## src/assert_macros.svh

```systemverilog
// Assertion macros shared by the RTL files.
// Both macros expect signals named clk and rst in the including scope.
`ifndef ASSERT_MACROS_SVH
`define ASSERT_MACROS_SVH

// Property checked at every edge outside reset.
`define WDF_ASSERT(label, prop, msg) \
  label: assert property (@(posedge clk) disable iff (rst) (prop)) else $error(msg);

// Condition in one cycle implies a consequence in the next.
`define WDF_ASSERT_NEXT(label, ante, cons, msg) \
  label: assert property (@(posedge clk) disable iff (rst) (ante) |=> (cons)) else $error(msg);

`endif

```

## src/wdf_pkg.sv

```systemverilog
// Shared constants and types for the wedge dissipation function pipeline.
// No dependencies.
package wdf_pkg;

  localparam int FRAC = 58;
  localparam logic signed [63:0] PI_Q      = 64'sh0C90FDAA22168C23;
  localparam logic signed [63:0] HALF_PI_Q = 64'sh06487ED5110B4611;
  localparam logic signed [63:0] ONE_Q     = 64'sh0400000000000000;
  localparam logic [63:0] RESULT_LIMIT     = 64'd167772160000000000;
  localparam logic [31:0] MU_RESET         = 32'h0001_0000;

  // divider: 128 numerator bits plus 9 extra quotient bits
  localparam int DIV_STEPS = 137;
  localparam int DD_W      = 98;
  localparam int QUO_W     = 58;
  localparam logic [DD_W-1:0] SING_THRESH = DD_W'(65536);

  // series cell pipeline: product, reciprocal product, correction, accumulate
  localparam int CELL_LAT = 7;

  typedef logic signed [63:0] fix_t;

  typedef struct packed {
    fix_t s_term;
    fix_t s_acc;
    fix_t c_term;
    fix_t c_acc;
    fix_t x2;
    fix_t t;
    fix_t pm;
  } sc_state_t;

  typedef struct packed {
    logic [127:0]      num;
    logic [DD_W-1:0]   dd;
    logic [DD_W-1:0]   rem;
    logic [QUO_W-1:0]  quo;
    logic              over;
    logic              pos;
    logic              dneg;
  } div_state_t;

endpackage

```

## src/wdf_div_cell.sv

```systemverilog
// One restoring-division step with a sticky overflow of the quotient.
// Depends on wdf_pkg.
module wdf_div_cell import wdf_pkg::*; (
  input  logic       clk,
  input  logic       en,
  input  div_state_t d,
  output div_state_t q
);
  logic [DD_W:0]  rem_sh;
  logic [DD_W:0]  dd_ext;
  logic           ge;
  logic [QUO_W:0] qn;

  assign rem_sh = {d.rem, d.num[127]};
  assign dd_ext = {1'b0, d.dd};
  assign ge     = rem_sh >= dd_ext;
  assign qn     = {d.quo, ge};

  always_ff @(posedge clk) begin
    if (en) begin
      q.num  <= {d.num[126:0], 1'b0};
      q.dd   <= d.dd;
      q.rem  <= ge ? DD_W'(rem_sh - dd_ext) : rem_sh[DD_W-1:0];
      q.quo  <= qn[QUO_W-1:0];
      q.over <= d.over | (qn > (QUO_W+1)'(RESULT_LIMIT));
      q.pos  <= d.pos;
      q.dneg <= d.dneg;
    end
  end

endmodule

```

## config.mk

```make
export PLATFORM = sky130hd
export DESIGN_NAME = wdf_div_cell
export DESIGN_NICKNAME = d
export VERILOG_FILES = /design/src/assert_macros.svh /design/src/wdf_pkg.sv /design/src/wdf_div_cell.sv
export SDC_FILE = /design/constraint.sdc
export NUM_CORES = 1
export LEC_CHECK = 0
export ABC_CLOCK_PERIOD_IN_PS = 4500
export BUFFER_PORTS_ARGS = -buffer_cell sky130_fd_sc_hd__buf_4
export CORE_AREA = 2 2 296 298
export CTS_CLUSTER_SIZE = 30
export DETAILED_ROUTE_END_ITERATION = 16
export DIE_AREA = 0 0 298 300
export HOLD_SLACK_MARGIN = 0.02
export MAX_ROUTING_LAYER = met4
export SETUP_SLACK_MARGIN = 0.4
export SKIP_CTS_REPAIR_TIMING = 1
export SLEW_MARGIN = 20
export SYNTH_ARGS = -nofsm -noshare
export SYNTH_HDL_FRONTEND = slang
export SYNTH_SLANG_ARGS = --single-unit
```

## constraint.sdc

```tcl
create_clock -name clk -period 4.5 [get_ports clk]
set_input_delay 0.675 -clock clk [delete_from_list [all_inputs] [get_ports clk]]
set_output_delay 0.675 -clock clk [all_outputs]
set_load 0.02 [all_outputs]
```

==> flow_metrics.env, run 1 <==
export IMPL_status="finished clean"
export IMPL_die_x_um=298
export IMPL_hold_ws_ns=0.2303
export IMPL_swShare_pct=31.31
export IMPL_vias_per_cell=4.487
export IMPL_grt_overflow_total=0
export IMPL_routed_via_count=16730
export IMPL_end_kind="flop"
export IMPL_final_setup_viol_count=0
export IMPL_maxCapViolations=0
export IMPL_required_ns=4.84
export IMPL_met3_usage_pct=6.229
export IMPL_p_sw_mw=3.515
export IMPL_antenna_found_initial=16
export IMPL_arrival_ns=4.28
export IMPL_cts_buffers=48
export IMPL_tns_ns=0
export IMPL_p_leak_nw=12.17
export IMPL_grt_use_total_pct=19.39
export IMPL_drt_iter0_markers=1061
export IMPL_multi_input_area_mm2=0.007172
export IMPL_synth_edf_count=384
export IMPL_irDropWorstVdd_uv=282.3
export IMPL_ys_seq_area_share_pct=59.12
export IMPL_maxSlewViolCount=0
export IMPL_synth_top_area_share_pct=59.12
export IMPL_firstDrtPassIters=5
export IMPL_yosysWarningCount=0
export IMPL_mostFrequentLayoutCell="buf_4"
export IMPL_regMostFlops="q"
export IMPL_ys_ff_latch=384
export IMPL_grt_pass1_wl_um=121000
export IMPL_synth_fp_nets=2188
export IMPL_slew_headroom_pct=45.05
export IMPL_met1_usage_pct=20.51
export IMPL_ios=772
export IMPL_tightest_slew_ns=0.8167
export IMPL_fmax_mhz=254.2
export IMPL_seq_area_mm2=0.01153
export IMPL_ys_async_sr_fraction_pct=0
export IMPL_num_rows=108
export IMPL_grt_setup_unrepaired="no"
export IMPL_nets=3010
export IMPL_detailed_place_hpwl_um=73330
export IMPL_globalRouteMet2Util_pct=34.09
export IMPL_ys_flop_type="edfxtp_1"
export IMPL_gp_congestion=0.8979
export IMPL_htreeDepth=2
export IMPL_drc_errors=0
export IMPL_cts_buffer_depth=3
export IMPL_top_usage_layer="met2"
export IMPL_avgSynthCellArea_um2=11.46
export IMPL_path_clk_slew_ns=0.06
export IMPL_finalHoldViolCount=0
export IMPL_io_buffer_count=770
export IMPL_ys_types=72
export IMPL_p_clk_share_pct=34.0
export IMPL_place_area_mm2=0.02706
export IMPL_top_regs="q: 384 flops"
export IMPL_fillCellCount=8805
export IMPL_syn_area_mm2=0.01950
export IMPL_final_area_mm2=0.02862
export IMPL_crit_fanout=5
export IMPL_synth_area_top_cells="edfxtp_1 (59%), ha_1 (6.3%), a21oi_1 (6.1%), nor2_1 (2.9%), inv_1 (2.7%)"
export IMPL_largest_reg_flops=384
export IMPL_drive_gt1_share_pct=37.04
export IMPL_wl_per_cell_um=23.66
export IMPL_syn_to_final_growth_pct=46.76
export IMPL_numClockSinks=384
export IMPL_first_global_vias=16770
export IMPL_period_minus_slack_ns=3.935
export IMPL_pwr_share_comb_pct=26.0
export IMPL_floorplan_initialDensity_pct=22.62
export IMPL_dieArea_mm2=0.08940
export IMPL_synthCells=1702
export IMPL_p_seq_share_pct=40.0
export IMPL_drt_wl_total_um=88220
export IMPL_yosysTopAreaCell="edfxtp_1"
export IMPL_path_class="in2reg"
export IMPL_clockRootBuffer="clkbuf_16"
export IMPL_startpoint_type="primary input"
export IMPL_cts_tree="built"
export IMPL_layout_common_cells="buf_4 (831), edfxtp_1 (384), a21oi_1 (238), nor2_1 (149), inv_1 (138)"
export IMPL_intPower_mw=7.711
export IMPL_coreArea_mm2=0.08621
export IMPL_power_density_mw_per_mm2=392.2
export IMPL_ant_nets=0
export IMPL_die_y_um=300
export IMPL_hp_class="in2reg"
export IMPL_finalCritPeriodShare_pct=87.43
export IMPL_grt_max_degree=81
[kinds of logic (layout without fill, tap and decap cells)]
group	Yosys count	after routing	synth area share [%]
DFF	384	384	59.12
and+or+nand+nor	408	408	9.764
muxes	19	19	1.091
AOI/OAI and AO/OA	494	494	15.32
xor gates and xnor gates	92	92	4.131
adders and majority gates	99	99	6.390
buffers and inverters	205	1065	4.163
other	1	13	0.01923
[final cells by class]
type                    count  share of cell area (%)
repair buffers            839                   22.34
flip-flops and latches    384                   40.29
multi-input cells        1113                   25.06
well taps                1155                   5.049
inverters                 138                   1.810
diodes                     12                  0.1049
clock inverters            31                   1.045
clock buffers              57                   4.314
[metrics by stage]
stage	setup slack, ns	power (mW)	util (%)	std cells
after detailed placement	-0.06329	7.502	31.39	3629
after global routing	0.4133	11.70	33.20	3729
after floorplan	0.7086	5.973	-	1702
after CTS	0.5977	11.40	33.17	3717
final	0.5655	11.23	33.20	3729
after global placement	-0.004483	7.496	31.39	3629
[final timing paths]
path  slack (ns)  startpoint  cells past startpoint                to
max         0.57      d[159]                     17  q[141]$_DFFE_PP_
min         0.23      d[370]                      1  q[371]$_DFFE_PP_
[routing by layer]
metal	vias to the layer above	share of wire, %
met5	-	0
met4	0	3.6
met3	116	8.3
met2	649	51
met1	8014	37
li1	7953	-
[synthesized netlist by cell type (8+ instances only)]
master      n
buf_2      23
nand2b_1    8
a21oi_1   238
nand2_1   110
xnor2_1    56
nand4_1    47
nor2_1    149
nor4_1     18
xor2_1     36
a31oi_1    17
nand3_1    18
nor3_1     19
inv_1     138
ha_1       98
o21a_1     17
o21bai_1   41
clkbuf_1   37
a21o_1     49
mux2_2     18
edfxtp_1  384
o21ai_0    71
[power groups by stage]
stage	Sequential [mW]	Combinational, mW	Clock [mW]
after floorplan	5.01	0.964	0
after global placement	4.56	2.94	0
after detailed placement	4.56	2.94	0
after CTS	4.50	2.96	3.95
after global routing	4.52	3.12	4.06
final	4.49	2.92	3.82
[critical path, cell delays in order]
cell,delay [ns]
buf_4,0.12
ha_1,0.20
inv_1,0.07
fa_1,0.20
a21o_1,0.24
a221oi_1,0.11
buf_4,0.16
o21a_1,0.21
o31ai_2,0.48
a21bo_2,0.24
a31o_2,0.23
a21oi_1,0.09
buf_4,0.16
o211ai_1,0.59
a21oi_1,0.19
xnor2_1,0.21
a21oi_1,0.09
(Power assumes the default switching activity.)
==> inputs of run 2 (changes only) <==
--- a/config.mk
+++ b/config.mk
@@ -7,10 +7,10 @@
 export LEC_CHECK = 0
 export ABC_CLOCK_PERIOD_IN_PS = 4500
 export BUFFER_PORTS_ARGS = -buffer_cell sky130_fd_sc_hd__buf_4
-export CORE_AREA = 2 2 296 298
+export CORE_AREA = 2 2 304 306
 export CTS_CLUSTER_SIZE = 30
 export DETAILED_ROUTE_END_ITERATION = 16
-export DIE_AREA = 0 0 298 300
+export DIE_AREA = 0 0 306 308
 export HOLD_SLACK_MARGIN = 0.02
 export MAX_ROUTING_LAYER = met4
 export SETUP_SLACK_MARGIN = 0.4
==> flow_metrics.env, run 2 (synthesis results as in run 1) <==
export IMPL_status="finished clean"
export IMPL_drt_wl_total_um=90340
export IMPL_numClockSinks=384
export IMPL_vias_per_cell=4.520
export IMPL_antenna_found_initial=12
export IMPL_first_global_vias=16750
export IMPL_crit_buf_inv=4
export IMPL_firstDrtPassIters=5
export IMPL_p_total_mw=11.12
export IMPL_clockRootBuffer="clkbuf_16"
export IMPL_mostFrequentLayoutCell="buf_4"
export IMPL_layout_common_cells="buf_4 (845), edfxtp_1 (384), a21oi_1 (238), nor2_1 (149), inv_1 (138)"
export IMPL_cts_buffer_depth=3
export IMPL_hp_start="d[367]"
export IMPL_period_minus_slack_ns=3.947
export IMPL_path_class="in2reg"
export IMPL_grt_use_total_pct=18.82
export IMPL_cts_tree="built"
export IMPL_syn_to_final_growth_pct=47.16
export IMPL_slowest_stage="o31ai_2"
export IMPL_die_x_um=306
export IMPL_ant_nets=0
export IMPL_drt_iter0_markers=1185
export IMPL_grt_overflow_total=0
export IMPL_grt_pass1_wl_um=123400
export IMPL_startpoint_type="primary input"
export IMPL_dieArea_mm2=0.09425
export IMPL_min_to="q[368]$_DFFE_PP_"
export IMPL_io_buffer_count=770
export IMPL_gp_congestion=0.9129
export IMPL_fmax_mhz=253.4
export IMPL_nets=3023
export IMPL_tns_ns=0
export IMPL_holdPathStages=1
export IMPL_grt_setup_unrepaired="yes"
export IMPL_slew_headroom_pct=33.01
export IMPL_coreArea_mm2=0.09097
export IMPL_wl_per_cell_um=23.96
export IMPL_final_setup_viol_count=0
export IMPL_grt_max_degree=105
export IMPL_crit_fanout=5
export IMPL_finalCritPeriodShare_pct=87.70
export IMPL_detailed_place_hpwl_um=75580
export IMPL_hp_class="in2reg"
export IMPL_cts_buffers=47
export IMPL_worstPathCellList="buf_4, ha_1, inv_1, fa_1, a21o_1, a221oi_1, buf_4, o21a_1, o31ai_2, a21bo_2, a31o_2, a21oi_1, buf_4, o211ai_1, a21oi_1, xnor2_1, a21oi_1"
export IMPL_max_stage_delay_ns=0.55
export IMPL_drive_gt1_share_pct=37.61
export IMPL_maxSlewViolCount=0
export IMPL_num_rows=111
export IMPL_htreeDepth=2
export IMPL_tightest_slew_ns=1.005
export IMPL_regMostFlops="q"
export IMPL_maxCapViolations=0
export IMPL_finalHoldViolCount=0
export IMPL_routed_via_count=17040
export IMPL_path_clk_slew_ns=0.06
export IMPL_top_regs="q: 384 flops"
export IMPL_cp_top_family="compound AO/OA/AOI/OAI gates"
export IMPL_die_y_um=308
export IMPL_p_leak_nw=12.22
export IMPL_ios=772
export IMPL_floorplan_initialDensity_pct=21.44
export IMPL_largest_reg_flops=384
export IMPL_end_kind="flop"
export IMPL_power_density_mw_per_mm2=387.6
export IMPL_irDropWorstVdd_uv=306.6
export IMPL_drc_errors=0
export IMPL_arrival_ns=4.29
export IMPL_required_ns=4.85
export IMPL_path_depth=17
[run 2: cell types whose count changed in the layout (fill, tap and decap cells not counted), moves of 2 or more]
cell	before	now
buf_4	831	845
clkbuf_1	9	3
clkinv_2	7	10
inv_6	2	5
clkinvlp_4	4	6
diode_2	12	10
[run 2: report_power, final]
part	internal, mW	leakage, nW	switching, mW
clock network	2.05	0.707	1.67
registers	4.37	3.76	0.115
logic	1.19	7.75	1.74
[run 2: final cells by class]
cell class	count	area (um^2)
Fill cell	9410	62270
Sequential cell	384	11530
Multi-Input combinational cell	1113	7184
Timing Repair Buffer	853	6499
Tap cell	1186	1484
Clock buffer	50	1187
Inverter	138	518.0
Clock inverter	36	274.0
Antenna cell	10	25.02
[run 2: per-stage QoR]
stage          setup WS (ns)  instances  area (um^2)  hold slack [ns]  util, %
2_1_floorplan         0.7086       1702        19500           0.7739        -
3_3_place_gp         -0.1078       3674        27200           0.8530    29.90
3_5_place_dp        -0.09495       3674        27200           0.8542    29.90
4_1_cts               0.5394       3760        28670           0.1872    31.51
5_1_grt               0.3949       3766        28690           0.1970    31.54
6_report              0.5534       3770        28700           0.2374    31.55
[run 2: per-layer routing]
layer  vias to the layer above  routed length (um)  track usage, %
met1                      8298               34300           20.94
met2                       647               46680           33.22
li1                       7995                   -               -
met3                       102                7032           5.051
met5                         -                   0               -
met4                         0                2324           4.938
[run 2: worst max-delay path by stage]
stage / start / to
2_1_floorplan: d[384] / q[111]$_DFFE_PP_
3_3_place_gp: d[64] / q[150]$_DFFE_PP_
3_5_place_dp: d[64] / q[150]$_DFFE_PP_
4_1_cts: d[64] / q[150]$_DFFE_PP_
5_1_grt: d[159] / q[141]$_DFFE_PP_
6_report: d[159] / q[141]$_DFFE_PP_
==> inputs of run 3 (changes only) <==
--- a/config.mk
+++ b/config.mk
@@ -8,6 +8,7 @@
 export ABC_CLOCK_PERIOD_IN_PS = 4500
 export BUFFER_PORTS_ARGS = -buffer_cell sky130_fd_sc_hd__buf_4
 export CORE_AREA = 2 2 304 306
+export CTS_BUF_LIST = sky130_fd_sc_hd__clkbuf_8 sky130_fd_sc_hd__clkbuf_16
 export CTS_CLUSTER_SIZE = 30
 export DETAILED_ROUTE_END_ITERATION = 16
 export DIE_AREA = 0 0 306 308
==> flow_metrics.env, run 3 (synthesis results as in run 1) <==
export IMPL_routed_via_count=17040
export IMPL_numClockSinks=384
export IMPL_p_clk_share_pct=33.3
export IMPL_drt_iter0_markers=1183
export IMPL_seq_area_mm2=0.01153
export IMPL_io_buffer_count=770
export IMPL_dieArea_mm2=0.09425
export IMPL_hp_class="in2reg"
export IMPL_regMostFlops="q"
export IMPL_firstDrtPassIters=5
export IMPL_htreeDepth=2
export IMPL_p_leak_nw=12.23
export IMPL_num_rows=111
export IMPL_drive_gt1_share_pct=37.61
export IMPL_coreArea_mm2=0.09097
export IMPL_final_setup_viol_count=0
export IMPL_first_global_vias=16750
export IMPL_cts_tree="built"
export IMPL_mostFrequentLayoutCell="buf_4"
export IMPL_period_minus_slack_ns=3.947
export IMPL_crit_path_end="q[141]$_DFFE_PP_"
export IMPL_ant_nets=0
export IMPL_fmax_mhz=253.4
export IMPL_largest_reg_flops=384
export IMPL_required_ns=4.85
export IMPL_grt_use_total_pct=18.82
export IMPL_grt_max_degree=105
export IMPL_detailed_place_hpwl_um=75580
export IMPL_intPower_mw=7.601
export IMPL_syn_to_final_growth_pct=47.16
export IMPL_floorplan_initialDensity_pct=21.44
export IMPL_p_seq_share_pct=40.4
export IMPL_grt_setup_unrepaired="yes"
export IMPL_die_y_um=308
export IMPL_drc_errors=0
export IMPL_crit_fanout=5
export IMPL_multi_input_area_mm2=0.007184
export IMPL_place_area_mm2=0.02720
export IMPL_gp_congestion=0.9129
export IMPL_top_regs="q: 384 flops"
export IMPL_grt_pass1_wl_um=123400
export IMPL_cts_buffers=47
export IMPL_path_class="in2reg"
export IMPL_cts_buffer_depth=3
export IMPL_pwr_share_comb_pct=26.3
export IMPL_irDropWorstVdd_uv=306.6
export IMPL_nets=3023
export IMPL_arrival_ns=4.29
export IMPL_hold_ws_ns=0.2372
export IMPL_fillCellCount=9410
export IMPL_wl_per_cell_um=23.97
export IMPL_swShare_pct=31.63
export IMPL_end_kind="flop"
export IMPL_layout_common_cells="buf_4 (845), edfxtp_1 (384), a21oi_1 (238), nor2_1 (149), inv_1 (141)"
export IMPL_crit_path_start="d[159]"
export IMPL_p_sw_mw=3.517
export IMPL_status="finished clean"
export IMPL_ios=772
export IMPL_grt_overflow_total=0
export IMPL_die_x_um=306
export IMPL_final_area_mm2=0.02870
export IMPL_antenna_found_initial=12
export IMPL_maxSlewViolCount=0
export IMPL_slew_headroom_pct=32.82
export IMPL_tightest_slew_ns=1.008
export IMPL_maxCapViolations=0
export IMPL_startpoint_type="primary input"
export IMPL_drt_wl_total_um=90350
export IMPL_vias_per_cell=4.521
export IMPL_finalHoldViolCount=0
export IMPL_finalCritPeriodShare_pct=87.71
export IMPL_power_density_mw_per_mm2=387.3
export IMPL_clockRootBuffer="clkbuf_16"
export IMPL_path_clk_slew_ns=0.06
==> run 3: cell count changes in the layout (fill, tap and decap cells not counted), sizes merged <==
cell    change
inv         +3
clkbuf      -3
==> run 3: critical path, stage by stage <==
cell and delay, ns:
buf_4 0.14, ha_1 0.21, inv_1 0.07, fa_1 0.19
a21o_1 0.23, a221oi_1 0.11, buf_4 0.16, o21a_1 0.22
o31ai_2 0.55, a21bo_2 0.26, a31o_2 0.20, a21oi_1 0.08
buf_4 0.19, o211ai_1 0.54, a21oi_1 0.21, xnor2_1 0.17
a21oi_1 0.08
==> run 3: how the worst min path moves through the flow <==
stage               slack [ns]    from               end  cells after the start
floorplan                 0.77    d[0]    q[0]$_DFFE_PP_                      0
global placement          0.85  d[325]  q[326]$_DFFE_PP_                      1
detailed placement        0.85  d[343]  q[344]$_DFFE_PP_                      1
CTS                       0.19  d[257]  q[258]$_DFFE_PP_                      1
global route              0.20  d[257]  q[258]$_DFFE_PP_                      1
finish                    0.24  d[367]  q[368]$_DFFE_PP_                      1
==> run 3: through the flow <==
| step | std cells | setup slack, ns | util (%) | power [mW] | TNS [ns] |
|---|---|---|---|---|---|
| 2_1_floorplan | 1702 | 0.7086 | - | 5.973 | 0 |
| 6_report | 3770 | 0.5529 | 31.55 | 11.12 | 0 |
| 3_3_place_gp | 3674 | -0.1078 | 29.90 | 7.502 | -0.1078 |
| 5_1_grt | 3766 | 0.3949 | 31.54 | 11.60 | 0 |
| 4_1_cts | 3760 | 0.5394 | 31.51 | 11.28 | 0 |
| 3_5_place_dp | 3674 | -0.09495 | 29.90 | 7.511 | -0.1423 |
==> run 3: power by group through the flow <==
stage	clock (mW)	combinational [mW]	sequential, mW
floorplan	0	0.964	5.01
global placement	0	2.94	4.56
detailed placement	0	2.95	4.56
CTS	3.82	2.97	4.49
global route	3.95	3.14	4.52
finish	3.70	2.92	4.49
==> run 3: metal layers <==
| layer | vias to the layer above | global-route usage [%] | share of wire (%) |
|---|---|---|---|
| met5 | - | - | 0 |
| met4 | 0 | 4.938 | 2.6 |
| met3 | 102 | 5.051 | 7.7 |
| met2 | 640 | 33.22 | 52 |
| met1 | 8306 | 20.94 | 38 |
| li1 | 7995 | - | - |
==> run 3: layout make-up <==
cell class              count  area share [%]
flip-flops and latches    384           40.17
clock inverters            39          0.9939
diodes                     10         0.08718
inverters                 138           1.805
well taps                1186           5.170
clock buffers              47           4.098
repair buffers            853           22.64
multi-input cells        1113           25.03
